<file path="src/ipv4rx_pkg.sv">
// shared types, constants and a helper function for the ipv4 receive header check
package ipv4rx_pkg;

    localparam int WORD_W     = 16;
    localparam int INDEX_W    = 4;
    localparam int ADDR_W     = 32;
    localparam int HBYTES_W   = 6;
    localparam int PROTO_W    = 8;
    localparam int VERDICT_W  = 3;

    // word positions inside the fixed header
    localparam logic [INDEX_W-1:0] IDX_VERSION      = 4'd0;
    localparam logic [INDEX_W-1:0] IDX_TOTAL_LENGTH = 4'd1;
    localparam logic [INDEX_W-1:0] IDX_PROTOCOL     = 4'd4;
    localparam logic [INDEX_W-1:0] IDX_CHECKSUM     = 4'd5;
    localparam logic [INDEX_W-1:0] IDX_DEST_HIGH    = 4'd8;
    localparam logic [INDEX_W-1:0] IDX_LAST         = 4'd9;
    localparam logic [INDEX_W-1:0] WORDS_PER_HEADER = 4'd10;

    localparam logic [HBYTES_W-1:0] MIN_HEADER_BYTES    = 6'd20;
    localparam logic [ADDR_W-1:0]   BROADCAST_ADDR      = 32'hFFFF_FFFF;
    localparam logic [ADDR_W-1:0]   LOCAL_ADDRESS_RESET = 32'hC0A8_0001;

    localparam logic [PROTO_W-1:0] PROTO_ICMP = 8'd1;
    localparam logic [PROTO_W-1:0] PROTO_TCP  = 8'd6;
    localparam logic [PROTO_W-1:0] PROTO_UDP  = 8'd17;

    typedef enum logic [VERDICT_W-1:0] {
        VERDICT_ICMP         = 3'd0,
        VERDICT_TCP          = 3'd1,
        VERDICT_UDP          = 3'd2,
        VERDICT_OTHER        = 3'd3,
        VERDICT_BAD_CHECKSUM = 3'd4,
        VERDICT_BAD_LENGTH   = 3'd5,
        VERDICT_NOT_FOR_US   = 3'd6
    } verdict_t;

    // header fields gathered by the accumulator, valid with its done flag
    typedef struct packed {
        logic [WORD_W-1:0]  sum;
        logic [WORD_W-1:0]  checksum;
        logic [3:0]         ihl;
        logic [WORD_W-1:0]  total_length;
        logic [PROTO_W-1:0] protocol;
        logic [ADDR_W-1:0]  dest;
    } hdr_fields_t;

    // end-around carry add of two 16-bit words
    function automatic logic [WORD_W-1:0] ones_add(input logic [WORD_W-1:0] a,
                                                   input logic [WORD_W-1:0] b);
        logic [WORD_W:0] s;
        s = {1'b0, a} + {1'b0, b};
        return s[WORD_W-1:0] + {{(WORD_W-1){1'b0}}, s[WORD_W]};
    endfunction

endpackage

</file>
<file path="src/ipv4rx_if.sv">
// handshake channels: header words in, check results out, configuration writes

interface ipv4rx_word_if;
    logic        valid;
    logic        ready;
    logic [15:0] header_word;
    logic        first_word;

    modport source (output valid, output header_word, output first_word, input ready);
    modport sink   (input valid, input header_word, input first_word, output ready);
endinterface

interface ipv4rx_result_if;
    logic        valid;
    logic        ready;
    logic [2:0]  verdict;
    logic [15:0] payload_length;
    logic [5:0]  header_bytes;
    logic [7:0]  protocol_number;
    logic        broadcast;

    modport source (output valid, output verdict, output payload_length,
                    output header_bytes, output protocol_number, output broadcast,
                    input ready);
    modport sink   (input valid, input verdict, input payload_length,
                    input header_bytes, input protocol_number, input broadcast,
                    output ready);
endinterface

interface ipv4rx_cfg_if;
    logic        valid;
    logic        ready;
    logic [31:0] local_address;

    modport source (output valid, output local_address, input ready);
    modport sink   (input valid, input local_address, output ready);
endinterface

</file>
<file path="src/ipv4_receive_header_check.sv">
// top level: ipv4 header check, input register, accumulator, verdict and result register
// the tenth header word's result goes from the input register into the result register
// throughput: one header word per cycle unless stalled, bounded by the 16-bit end-around
// add of the sum; a stalled result is held in the result register while the input
// register keeps taking beats up to the next tenth word; reset (rst_n, async, active
// low) clears count, sum, captures and valids; local address returns to 192.168.0.1
module ipv4_receive_header_check (
    input  logic                   clk,
    input  logic                   rst_n,
    ipv4rx_word_if.sink            hdr,
    ipv4rx_result_if.source        result,
    ipv4rx_cfg_if.sink             cfg
);
    import ipv4rx_pkg::*;

    // configuration register, always writable
    logic [ADDR_W-1:0] local_address_reg;

    // input register stage
    logic              in_valid_reg;
    logic [WORD_W-1:0] in_word_reg;
    logic              in_first_reg;

    // result register stage
    logic                out_valid_reg,   out_valid_next;
    verdict_t            verdict_reg,     verdict_next;
    logic [WORD_W-1:0]   plen_reg,        plen_next;
    logic [HBYTES_W-1:0] hbytes_reg,      hbytes_next;
    logic [PROTO_W-1:0]  proto_reg,       proto_next;
    logic                bcast_reg,       bcast_next;

    logic        done;
    hdr_fields_t fields;
    logic        out_free;
    logic        advance;

    // the input register moves on unless it holds a finishing beat and the
    // result register is still occupied
    assign out_free  = !out_valid_reg || result.ready;
    assign advance   = in_valid_reg && (!done || out_free);
    assign hdr.ready = !in_valid_reg || advance;
    assign cfg.ready = 1'b1;

    ipv4rx_accum u_accum (
        .clk         (clk),
        .rst_n       (rst_n),
        .fire        (advance),
        .header_word (in_word_reg),
        .first_word  (in_first_reg),
        .done        (done),
        .fields      (fields)
    );

    // verdict: checksum first, then header length, then destination, then protocol
    always_comb
    begin
        hbytes_next = {fields.ihl, 2'b00};
        plen_next   = fields.total_length - {{(WORD_W-HBYTES_W){1'b0}}, hbytes_next};
        proto_next  = fields.protocol;
        bcast_next  = (fields.dest == BROADCAST_ADDR);

        if (~fields.sum != fields.checksum)
            verdict_next = VERDICT_BAD_CHECKSUM;
        else if (hbytes_next < MIN_HEADER_BYTES)
            verdict_next = VERDICT_BAD_LENGTH;
        else if (fields.dest != local_address_reg && !bcast_next)
            verdict_next = VERDICT_NOT_FOR_US;
        else if (fields.protocol == PROTO_ICMP)
            verdict_next = VERDICT_ICMP;
        else if (fields.protocol == PROTO_TCP)
            verdict_next = VERDICT_TCP;
        else if (fields.protocol == PROTO_UDP)
            verdict_next = VERDICT_UDP;
        else
            verdict_next = VERDICT_OTHER;

        // load on a finishing beat, drop once the consumer takes the result
        if (advance && done)
            out_valid_next = 1'b1;
        else if (result.ready)
            out_valid_next = 1'b0;
        else
            out_valid_next = out_valid_reg;
    end

    // control state and configuration
    always_ff @(posedge clk or negedge rst_n)
    begin
        if (!rst_n)
        begin
            local_address_reg <= LOCAL_ADDRESS_RESET;
            in_valid_reg      <= 1'b0;
            out_valid_reg     <= 1'b0;
        end
        else
        begin
            if (cfg.valid && cfg.ready)
                local_address_reg <= cfg.local_address;
            if (hdr.ready)
                in_valid_reg <= hdr.valid;
            out_valid_reg <= out_valid_next;
        end
    end

    // payload registers, no reset needed
    always_ff @(posedge clk)
    begin
        if (hdr.valid && hdr.ready)
        begin
            in_word_reg  <= hdr.header_word;
            in_first_reg <= hdr.first_word;
        end
        if (advance && done)
        begin
            verdict_reg <= verdict_next;
            plen_reg    <= plen_next;
            hbytes_reg  <= hbytes_next;
            proto_reg   <= proto_next;
            bcast_reg   <= bcast_next;
        end
    end

    assign result.valid           = out_valid_reg;
    assign result.verdict         = verdict_reg;
    assign result.payload_length  = plen_reg;
    assign result.header_bytes    = hbytes_reg;
    assign result.protocol_number = proto_reg;
    assign result.broadcast       = bcast_reg;

    // a finishing beat always lands in the result register
    a_done_loads: assert property (@(posedge clk) disable iff (!rst_n)
        advance && done |=> out_valid_reg)
        else $error("finished header did not produce a result");

    // verdict codes stay within the defined set
    a_verdict_range: assert property (@(posedge clk) disable iff (!rst_n)
        out_valid_reg |-> (verdict_reg <= VERDICT_NOT_FOR_US))
        else $error("verdict code out of range");

    // a protocol class is only given to headers of legal length
    a_class_length: assert property (@(posedge clk) disable iff (!rst_n)
        out_valid_reg && (verdict_reg <= VERDICT_OTHER) |-> (hbytes_reg >= MIN_HEADER_BYTES))
        else $error("classified header with short length");

    // a finishing beat never advances over an unconsumed result
    a_no_overwrite: assert property (@(posedge clk) disable iff (!rst_n)
        out_valid_reg && !result.ready |-> !(advance && done))
        else $error("result overwritten before it was taken");

endmodule

</file>
<file path="src/ipv4rx_accum.sv">
// word counter, running ones' complement sum and header field capture
module ipv4rx_accum (
    input  logic                        clk,
    input  logic                        rst_n,
    input  logic                        fire,
    input  logic [15:0]                 header_word,
    input  logic                        first_word,
    output logic                        done,
    output ipv4rx_pkg::hdr_fields_t     fields
);
    import ipv4rx_pkg::*;

    logic [INDEX_W-1:0] index_reg,    index_next;
    logic [WORD_W-1:0]  sum_reg,      sum_next;
    logic [WORD_W-1:0]  checksum_reg, checksum_next;
    logic [3:0]         ihl_reg,      ihl_next;
    logic [WORD_W-1:0]  length_reg,   length_next;
    logic [PROTO_W-1:0] proto_reg,    proto_next;
    logic [WORD_W-1:0]  dest_hi_reg,  dest_hi_next;

    logic [INDEX_W-1:0] eff_index;
    logic [WORD_W-1:0]  eff_sum;
    logic [WORD_W-1:0]  sum_add;
    logic               active;

    always_comb
    begin
        // a first-word beat restarts the count and the sum
        eff_index = first_word ? '0 : index_reg;
        eff_sum   = first_word ? '0 : sum_reg;
        active    = (eff_index < WORDS_PER_HEADER);
        sum_add   = ones_add(eff_sum, header_word);

        index_next    = index_reg;
        sum_next      = sum_reg;
        checksum_next = checksum_reg;
        ihl_next      = ihl_reg;
        length_next   = length_reg;
        proto_next    = proto_reg;
        dest_hi_next  = dest_hi_reg;

        if (fire)
        begin
            index_next = eff_index;
            sum_next   = eff_sum;
            if (active)
            begin
                index_next = eff_index + 4'd1;
                if (eff_index == IDX_CHECKSUM)
                    checksum_next = header_word;
                else
                    sum_next = sum_add;
                case (eff_index)
                    IDX_VERSION:      ihl_next     = header_word[11:8];
                    IDX_TOTAL_LENGTH: length_next  = header_word;
                    IDX_PROTOCOL:     proto_next   = header_word[7:0];
                    IDX_DEST_HIGH:    dest_hi_next = header_word;
                    default:          ;
                endcase
            end
        end

        done                = active && (eff_index == IDX_LAST);
        fields.sum          = sum_add;
        fields.checksum     = checksum_reg;
        fields.ihl          = ihl_reg;
        fields.total_length = length_reg;
        fields.protocol     = proto_reg;
        fields.dest         = {dest_hi_reg, header_word};
    end

    always_ff @(posedge clk or negedge rst_n)
    begin
        if (!rst_n)
        begin
            index_reg    <= '0;
            sum_reg      <= '0;
            checksum_reg <= '0;
            ihl_reg      <= '0;
            length_reg   <= '0;
            proto_reg    <= '0;
            dest_hi_reg  <= '0;
        end
        else
        begin
            index_reg    <= index_next;
            sum_reg      <= sum_next;
            checksum_reg <= checksum_next;
            ihl_reg      <= ihl_next;
            length_reg   <= length_next;
            proto_reg    <= proto_next;
            dest_hi_reg  <= dest_hi_next;
        end
    end

endmodule
</file>
<file path="src/flat_wrapper.sv">
// flat-port wrapper written by rule: the top's interface ports become plain ports
module ipv4_receive_header_check_flat import ipv4rx_pkg::*;
  (clk, rst_n, hdr_valid, hdr_header_word, hdr_first_word, hdr_ready, result_valid, result_verdict, result_payload_length, result_header_bytes, result_protocol_number, result_broadcast, result_ready, cfg_valid, cfg_local_address, cfg_ready);
  ipv4rx_word_if hdr_i ();
  ipv4rx_result_if result_i ();
  ipv4rx_cfg_if cfg_i ();
  input  logic clk;
  input  logic rst_n;
  input wire logic [$bits(hdr_i.valid)-1:0] hdr_valid;
  input wire logic [$bits(hdr_i.header_word)-1:0] hdr_header_word;
  input wire logic [$bits(hdr_i.first_word)-1:0] hdr_first_word;
  output wire logic [$bits(hdr_i.ready)-1:0] hdr_ready;
  output wire logic [$bits(result_i.valid)-1:0] result_valid;
  output wire logic [$bits(result_i.verdict)-1:0] result_verdict;
  output wire logic [$bits(result_i.payload_length)-1:0] result_payload_length;
  output wire logic [$bits(result_i.header_bytes)-1:0] result_header_bytes;
  output wire logic [$bits(result_i.protocol_number)-1:0] result_protocol_number;
  output wire logic [$bits(result_i.broadcast)-1:0] result_broadcast;
  input wire logic [$bits(result_i.ready)-1:0] result_ready;
  input wire logic [$bits(cfg_i.valid)-1:0] cfg_valid;
  input wire logic [$bits(cfg_i.local_address)-1:0] cfg_local_address;
  output wire logic [$bits(cfg_i.ready)-1:0] cfg_ready;
  assign hdr_i.valid = hdr_valid;
  assign hdr_i.header_word = hdr_header_word;
  assign hdr_i.first_word = hdr_first_word;
  assign hdr_ready = hdr_i.ready;
  assign result_valid = result_i.valid;
  assign result_verdict = result_i.verdict;
  assign result_payload_length = result_i.payload_length;
  assign result_header_bytes = result_i.header_bytes;
  assign result_protocol_number = result_i.protocol_number;
  assign result_broadcast = result_i.broadcast;
  assign result_i.ready = result_ready;
  assign cfg_i.valid = cfg_valid;
  assign cfg_i.local_address = cfg_local_address;
  assign cfg_ready = cfg_i.ready;
  ipv4_receive_header_check u_core (.clk(clk), .rst_n(rst_n), .hdr(hdr_i), .result(result_i), .cfg(cfg_i));
endmodule
</file>
<file path="config.mk">
export PLATFORM = sky130hd
export DESIGN_NAME = ipv4_receive_header_check_flat
export DESIGN_NICKNAME = d
export VERILOG_FILES = /design/src/ipv4rx_pkg.sv /design/src/ipv4rx_if.sv /design/src/ipv4_receive_header_check.sv /design/src/ipv4rx_accum.sv /design/src/flat_wrapper.sv
export SDC_FILE = /design/constraint.sdc
export NUM_CORES = 1
export LEC_CHECK = 0
export ABC_AREA = 0
export BUFFER_PORTS_ARGS = -buffer_cell sky130_fd_sc_hd__buf_4
export CELL_PAD_IN_SITES_DETAIL_PLACEMENT = 2
export CELL_PAD_IN_SITES_GLOBAL_PLACEMENT = 2
export CORE_UTILIZATION = 40
export DETAILED_ROUTE_END_ITERATION = 8
export HOLD_SLACK_MARGIN = 0.12
export PLACE_DENSITY = 0.78
export SYNTH_ARGS = -nofsm -noshare
export SYNTH_HDL_FRONTEND = slang
export SYNTH_SLANG_ARGS = --single-unit
</file>
<file path="constraint.sdc">
create_clock -name clk -period 7.14 [get_ports clk]
set_input_delay 0.357 -clock clk [delete_from_list [all_inputs] [get_ports clk]]
set_output_delay 0.357 -clock clk [all_outputs]
set_load 0.005 [all_outputs]
</file>
== After elaboration in Yosys (flattened, before gate mapping) ==
Cells that the tools add are included.

* Add/sub/neg operators: 4
* Multipliers: 0
* Divide/modulo/power cells: 0
* $lt $le $gt $ge: 2
* Eq/ne operators: 11
* Shifts and indexed selects: 0
* Multiplexer cells: 12
* Bitwise operators: 1
* Reduce and logical (&&, ||, !) cells: 21

{| class="wikitable"
|+ Operators with widths
! kind !! number
|-
| 2-to-1 mux 16 bit || 3
|-
| equality test 32 bit, second input constant || 1
|-
| != test 32 bit || 1
|-
| adder 16 x 16 -> 17 bit || 1
|-
| adder 16 x 1 -> 16 bit || 1
|-
| != test 16 bit || 1
|-
| NOT 16 bit || 1
|-
| subtractor 16 x 6 -> 16 bit || 1
|-
| AND reduction 3 bit || 5
|-
| equality test 4 x 3 -> 1 bit, second input constant || 2
|-
| equality test 4 bit, second input constant || 2
|-
| equality test 8 x 1 -> 1 bit, second input constant || 1
|-
| equality test 8 x 3 -> 1 bit, second input constant || 1
|-
| equality test 8 x 5 -> 1 bit, second input constant || 1
|-
| 2-to-1 mux 4 bit || 2
|-
| less-than comparator 6 x 5 -> 1 bit, second input constant || 1
|-
| 2-to-1 mux 3 bit || 2
|-
| logical AND 1 bit || 5
|-
| adder 4 x 1 -> 4 bit, second input constant || 1
|-
| equality test 4 x 1 -> 1 bit, second input constant || 1
|-
| logical NOT 1 bit || 4
|-
| logical NOT 4 bit || 1
|-
| less-than comparator 4 bit, second input constant || 1
|-
| 2-to-1 mux 1 bit || 4
|-
| other kinds (5) || 7
|}

* Bits in registers: 163
* Bits in latches: 0
* Bits in writable memories: 0
* ROM bits: 0
* Output and inout port bits: 37
* Logic and storage cells: 70
* Memories kept: 0

== Logic depth before layout (Yosys ltp) ==
* Depth in word-level cells: 8
* Mapped depth: 24

== By module ==
From an unflattened synthesis, not the netlist that was laid out.

* Cell total of the unflattened synthesis: 662
* Area total of the unflattened synthesis: 8,261.7 µm²

{| class="wikitable"
|+ By module, submodules not included
! module !! times used !! cells an instance !! area each (µm²) !! seq. area each (µm²)
|-
| ipv4rx_accum || 1 || 394 || 4,510.6 || 2,001.9
|-
| ipv4_receive_header_check || 1 || 268 || 3,751.1 || 2,329.7
|}

== Least setup slack after synthesis ==
OpenSTA, ideal clock, no wires.

* Path type: flip-flop to flip-flop
* Start point: register u_core.in_first_reg
* End point: register u_core.verdict_reg[2] (netlist: u_core.result.verdict[2]) (data pin)
* Arrival time: 4.817 ns
* Required time: 6.865 ns
* Slack: 2.048 ns
* Cell stages (with the launch flop): 25
* Path buffers: 1
* Cells stage by stage: edfxtp_1 > clkbuf_1 > nor2b_1 > ha_1 > inv_1 > fa_1 > nand2b_1 > a21boi_4 > nor2_1 > o31ai_2 > a31oi_1 > nor2b_1 > o21ai_0 > nand2b_1 > ha_1 > ha_1 > o2111a_1 > o2111ai_1 > nor3_4 > nand4_1 > xnor3_1 > nor4_1 > nand4_1 > nor4_2 > nand4_1

* Word-level cells in the longest chain between the ends: 6

{| class="wikitable"
|+ Ends and longest elaborated chain
! item !! RTL line !! text
|-
| from (decl) || ipv4_receive_header_check.sv:22 || <nowiki>logic in_first_reg;</nowiki>
|-
| from (signal assigned) || ipv4_receive_header_check.sv:111 || <nowiki>in_first_reg <= hdr.first_word;</nowiki>
|-
| 2-to-1 mux 16 bit || ipv4rx_accum.sv:30 || <nowiki>eff_sum = first_word ? '0 : sum_reg;</nowiki>
|-
| adder 16 x 16 -> 17 bit || ipv4rx_pkg.sv:52 || <nowiki>s = {1'b0, a} + {1'b0, b};</nowiki>
|-
| adder 16 x 1 -> 16 bit || ipv4rx_pkg.sv:53 || <nowiki>return s[WORD_W-1:0] + {{(WORD_W-1){1'b0}}, s[WORD_W]};</nowiki>
|-
| NOT 16 bit || ipv4_receive_header_check.sv:62 || <nowiki>if (~fields.sum != fields.checksum)</nowiki>
|-
| != test 16 bit || ipv4_receive_header_check.sv:62 ||
|-
| OR reduction 3 bit (no source line) || n/a ||
|-
| to (signal assigned) || ipv4_receive_header_check.sv:115 || <nowiki>verdict_reg <= verdict_next;</nowiki>
|-
| to (decl) || ipv4_receive_header_check.sv:26 || <nowiki>verdict_t verdict_reg, verdict_next;</nowiki>
|}

Every way passes these cells.
A chain may end at the register's enable or synchronous reset.

== Worst setup path after layout ==
Ends and elaborated chain as after synthesis.

==> summary.md <==
| Metric | Value |
|---|---|
| Vias per cell | 5.589 |
| Final ANT Viol Nets | 0 |
| First-pass GRT wire length | 41970 um |
| Mapped Area | 8512 sq um |
| Mapped Cells | 695 |
| Final worst-path cycle share | 0.8310 |
| 1st-iter DRT viols | 233 |
| Unrepaired setup endpoints after global routing | no |
| Largest net degree at the start of global routing | 62 |
| CTS Sinks | 163 |
| Max-cap check violation count | 0 |
| Post-Route WL | 26750 um |
| Hold depth | 1 |
| Pwr Density | 356.0 nW/um^2 |
| Status | finished clean |
| Avg WL per Cell | 24.68 um |
| Total CTS buffers | 17 |
| Die area | 21870 sq um |
| DRC | 0 |
| First drt pass iteration count | 4 |
| Req. time, crit path | 7.30 ns |
| Crit path time final | 5.933 ns |
| WS Path Type | register to register |
| Vias in the first global route | 6970 |
| Count of final hold-check violations | 0 |
| Worst setup EP type | register |
| CTS H-tree lvls | 4 |
| Die H | 147.9 um |
| Clk slew on worst S/H paths | 0.07 ns |
| Synth warn | 0 |
| Dpl cell area | 9420 sq um |
| Layout overhead on the synthesized area | 19.34% |
| Fillers | 2029 |
| Final RePlAce weighted congestion | 0.8559 |
| Post_cts resized | 0 |
| Worst-Margin Slew | 1.166 ns |
| Hold path endpoint | u_core.in_first_reg |
| Worst R2R Path Depth | 23 |
| Startpoint types | register |
| Layout cells sized above 1 | 0.3096 |
| Post-route cell area | 10160 sq um |
| Max reg flops | 32 |
| Grt total ovfl | 0 |
| VDD IR-drop max | 174.6 uV |
| Site Rows | 52 |
| Nets@finish | 882 |
| Min-delay src | hdr_first_word |
| Antenna violations before repair | 0 |
| Top Ports | 91 |
| Worst-skew pair later-pin latency | 0.44 ns |
| Setup_tns | 0 ns |
| FMAX | 0.1685 GHz |
| IO buf count | 87 |
| Initial Utilization | 0.4140 |
| Lkg Pwr | 4.279 nW |
| Fin Clk Skew | 0.01060 ns |
| Prevailing post-synth register cell | dfrtp_1 |
| Flop2flop setup slack | 1.21 ns |
| Maximum fanout along the worst path | 8 |
| Count of cell types in the netlist | 83 |
| Seq/Total Area, Yosys | 0.5089 |
| Critical Path AT | 6.09 ns |
| Root buf cell | clkbuf_16 |
| Final Max Slew Viols | 0 |
| Max Root-Sink Buffers | 2 |
| Max_slew headroom | 0.2189 |
| Fraction of registers with async set/reset | 0.6994 |
| Die Wd | 147.9 um |
| #FFs+latches synth | 163 |
| CTS tree | yes |
| Post-DP HPWL | 18570 um |
| EDFF count, synth | 49 |
| Syn avg cell area | 12.25 sq um |
| Postcts setup bufs | 0 |
| Diode count | 0 |
| Vias | 6058 |
| R2R Path Start | u_core.in_first_reg |
| Final Setup Violations | 0 |
| Core ar. | 20560 sq um |
| Gr usage total | 0.2589 |
| Terminus of the critical flop-to-flop path | u_core.result.verdict[2] |
| Hold WC Path Type | input port to register |
-- how the worst max path moves through the flow --
stage | startpoint | end | slack (ns) | depth (start not counted)
after global placement | u_core.in_first_reg | u_core.result.verdict[2] | 1.66 | 23
after global routing | u_core.in_first_reg | u_core.result.verdict[2] | 0.69 | 23
final | u_core.in_first_reg | u_core.result.verdict[2] | 1.21 | 23
after CTS | u_core.in_first_reg | u_core.result.verdict[2] | 1.22 | 23
after detailed placement | u_core.in_first_reg | u_core.result.verdict[2] | 1.32 | 23
after floorplan | u_core.in_first_reg | u_core.result.verdict[2] | 2.05 | 24
-- layout by cell type, fill, tap and decap left out, drive strengths merged, types with 3 or more instances in the layout --
cell type    count
a211oi           3
a21boi           3
a21o             8
a21oi           29
a31oi            7
and2             7
and3             7
and4             3
buf             92
clkbuf          20
clkinv           6
conb             3
dfrtp          108
dfstp            6
dlygate4sd3     18
edfxtp          49
ha              25
inv             26
mux2            95
nand2           23
nand2b          12
nand3           14
nand3b           3
nand4           25
nor2            31
nor2b           20
nor3            12
nor3b            3
nor4             9
o211ai           3
o21a             4
o21ai           21
or2              3
or3              4
or4              3
xnor2           50
xor2            27
-- where the power goes --
part / total, W / switching [W] / internal (W)
clock network: 0.000890 / 0.000419 / 0.000471
registers: 0.00141 / 0.000220 / 0.00119
logic: 0.00132 / 0.000730 / 0.000585
-- through the flow --
step,power (W),utilization,worst slack (ns),hold slack (ns),instances
after floorplan,0.002301,-,2.048,0.06141,696
after global placement,0.002580,0.4582,1.657,0.4378,1034
after detailed placement,0.002691,0.4582,1.320,0.4485,1034
after CTS,0.003624,0.4941,1.222,0.1453,1084
after global routing,0.003799,0.4941,0.6899,0.1401,1084
final,0.003617,0.4941,1.207,0.1472,1084
-- critical path, cell delays in order (launching register included) --
cell and delay (ns):
edfxtp_1 0.52, nor2b_1 0.19, ha_1 0.25, inv_1 0.09
fa_1 0.39, nand2b_1 0.27, a21boi_4 0.24, nor2_1 0.11
o31ai_2 0.34, a31oi_1 0.22, nor2b_1 0.15, o21ai_0 0.09
nand2b_1 0.10, ha_1 0.19, ha_1 0.24, o2111a_1 0.20
o2111ai_1 0.28, nor3_4 0.38, nand4_1 0.17, xnor3_1 0.21
nor4_1 0.29, nand4_1 0.16, nor4_2 0.42, nand4_1 0.15
-- cells by family (layout without fill, tap and decap cells) --
kind of cell	Yosys count	in the layout	synth area share
adders and majority gates	27	27	0.04145
other	2	3	0.0008823
AOI/OAI and AO/OA	99	99	0.08379
buffers and inverters	46	164	0.02425
and+or+nand+nor	182	182	0.1246
DFF	163	163	0.5089
xor gates and xnor gates	79	79	0.08805
muxes	97	97	0.1280
-- final cells by class --
class / count / area, sq um / share of cell area
clock buffers: 20 / 456.7 / 0.04496
clock inverters: 12 / 101.3 / 0.009977
inverters: 22 / 82.58 / 0.008129
multi-input cells: 487 / 3978 / 0.3915
flip-flops and latches: 163 / 4332 / 0.4264
well taps: 270 / 337.8 / 0.03326
repair buffers: 110 / 870.8 / 0.08572
-- repair_timing --
item | in CTS | in global routing
endpoints found under the hold margin | 70 | 0
hold buffers | 18 | 0
endpoints found under the setup margin | 0 | 0
-- cells in the mapped netlist (all sizes together), types with 12 or more instances --
cell type | instances | area share
nand2 | 23 | 0.011
nand4 | 25 | 0.018
edfxtp | 49 | 0.17
dfrtp | 108 | 0.32
nand3 | 14 | 0.0088
nor3 | 12 | 0.0090
o21ai | 21 | 0.012
inv | 22 | 0.0097
ha | 25 | 0.037
xnor2 | 50 | 0.055
mux2 | 95 | 0.13
xor2 | 27 | 0.028
nor2 | 31 | 0.014
a21oi | 29 | 0.017
nor2b | 20 | 0.015
nand2b | 12 | 0.0088
clkbuf | 13 | 0.0057
-- routing by layer --
metal | wire, um | GRT usage
met4 | 449 | 0.08299
met2 | 13900 | 0.4658
met5 | 0 | 0
met3 | 766 | 0.03519
met1 | 11640 | 0.3194
(Power assumes the default switching activity.)
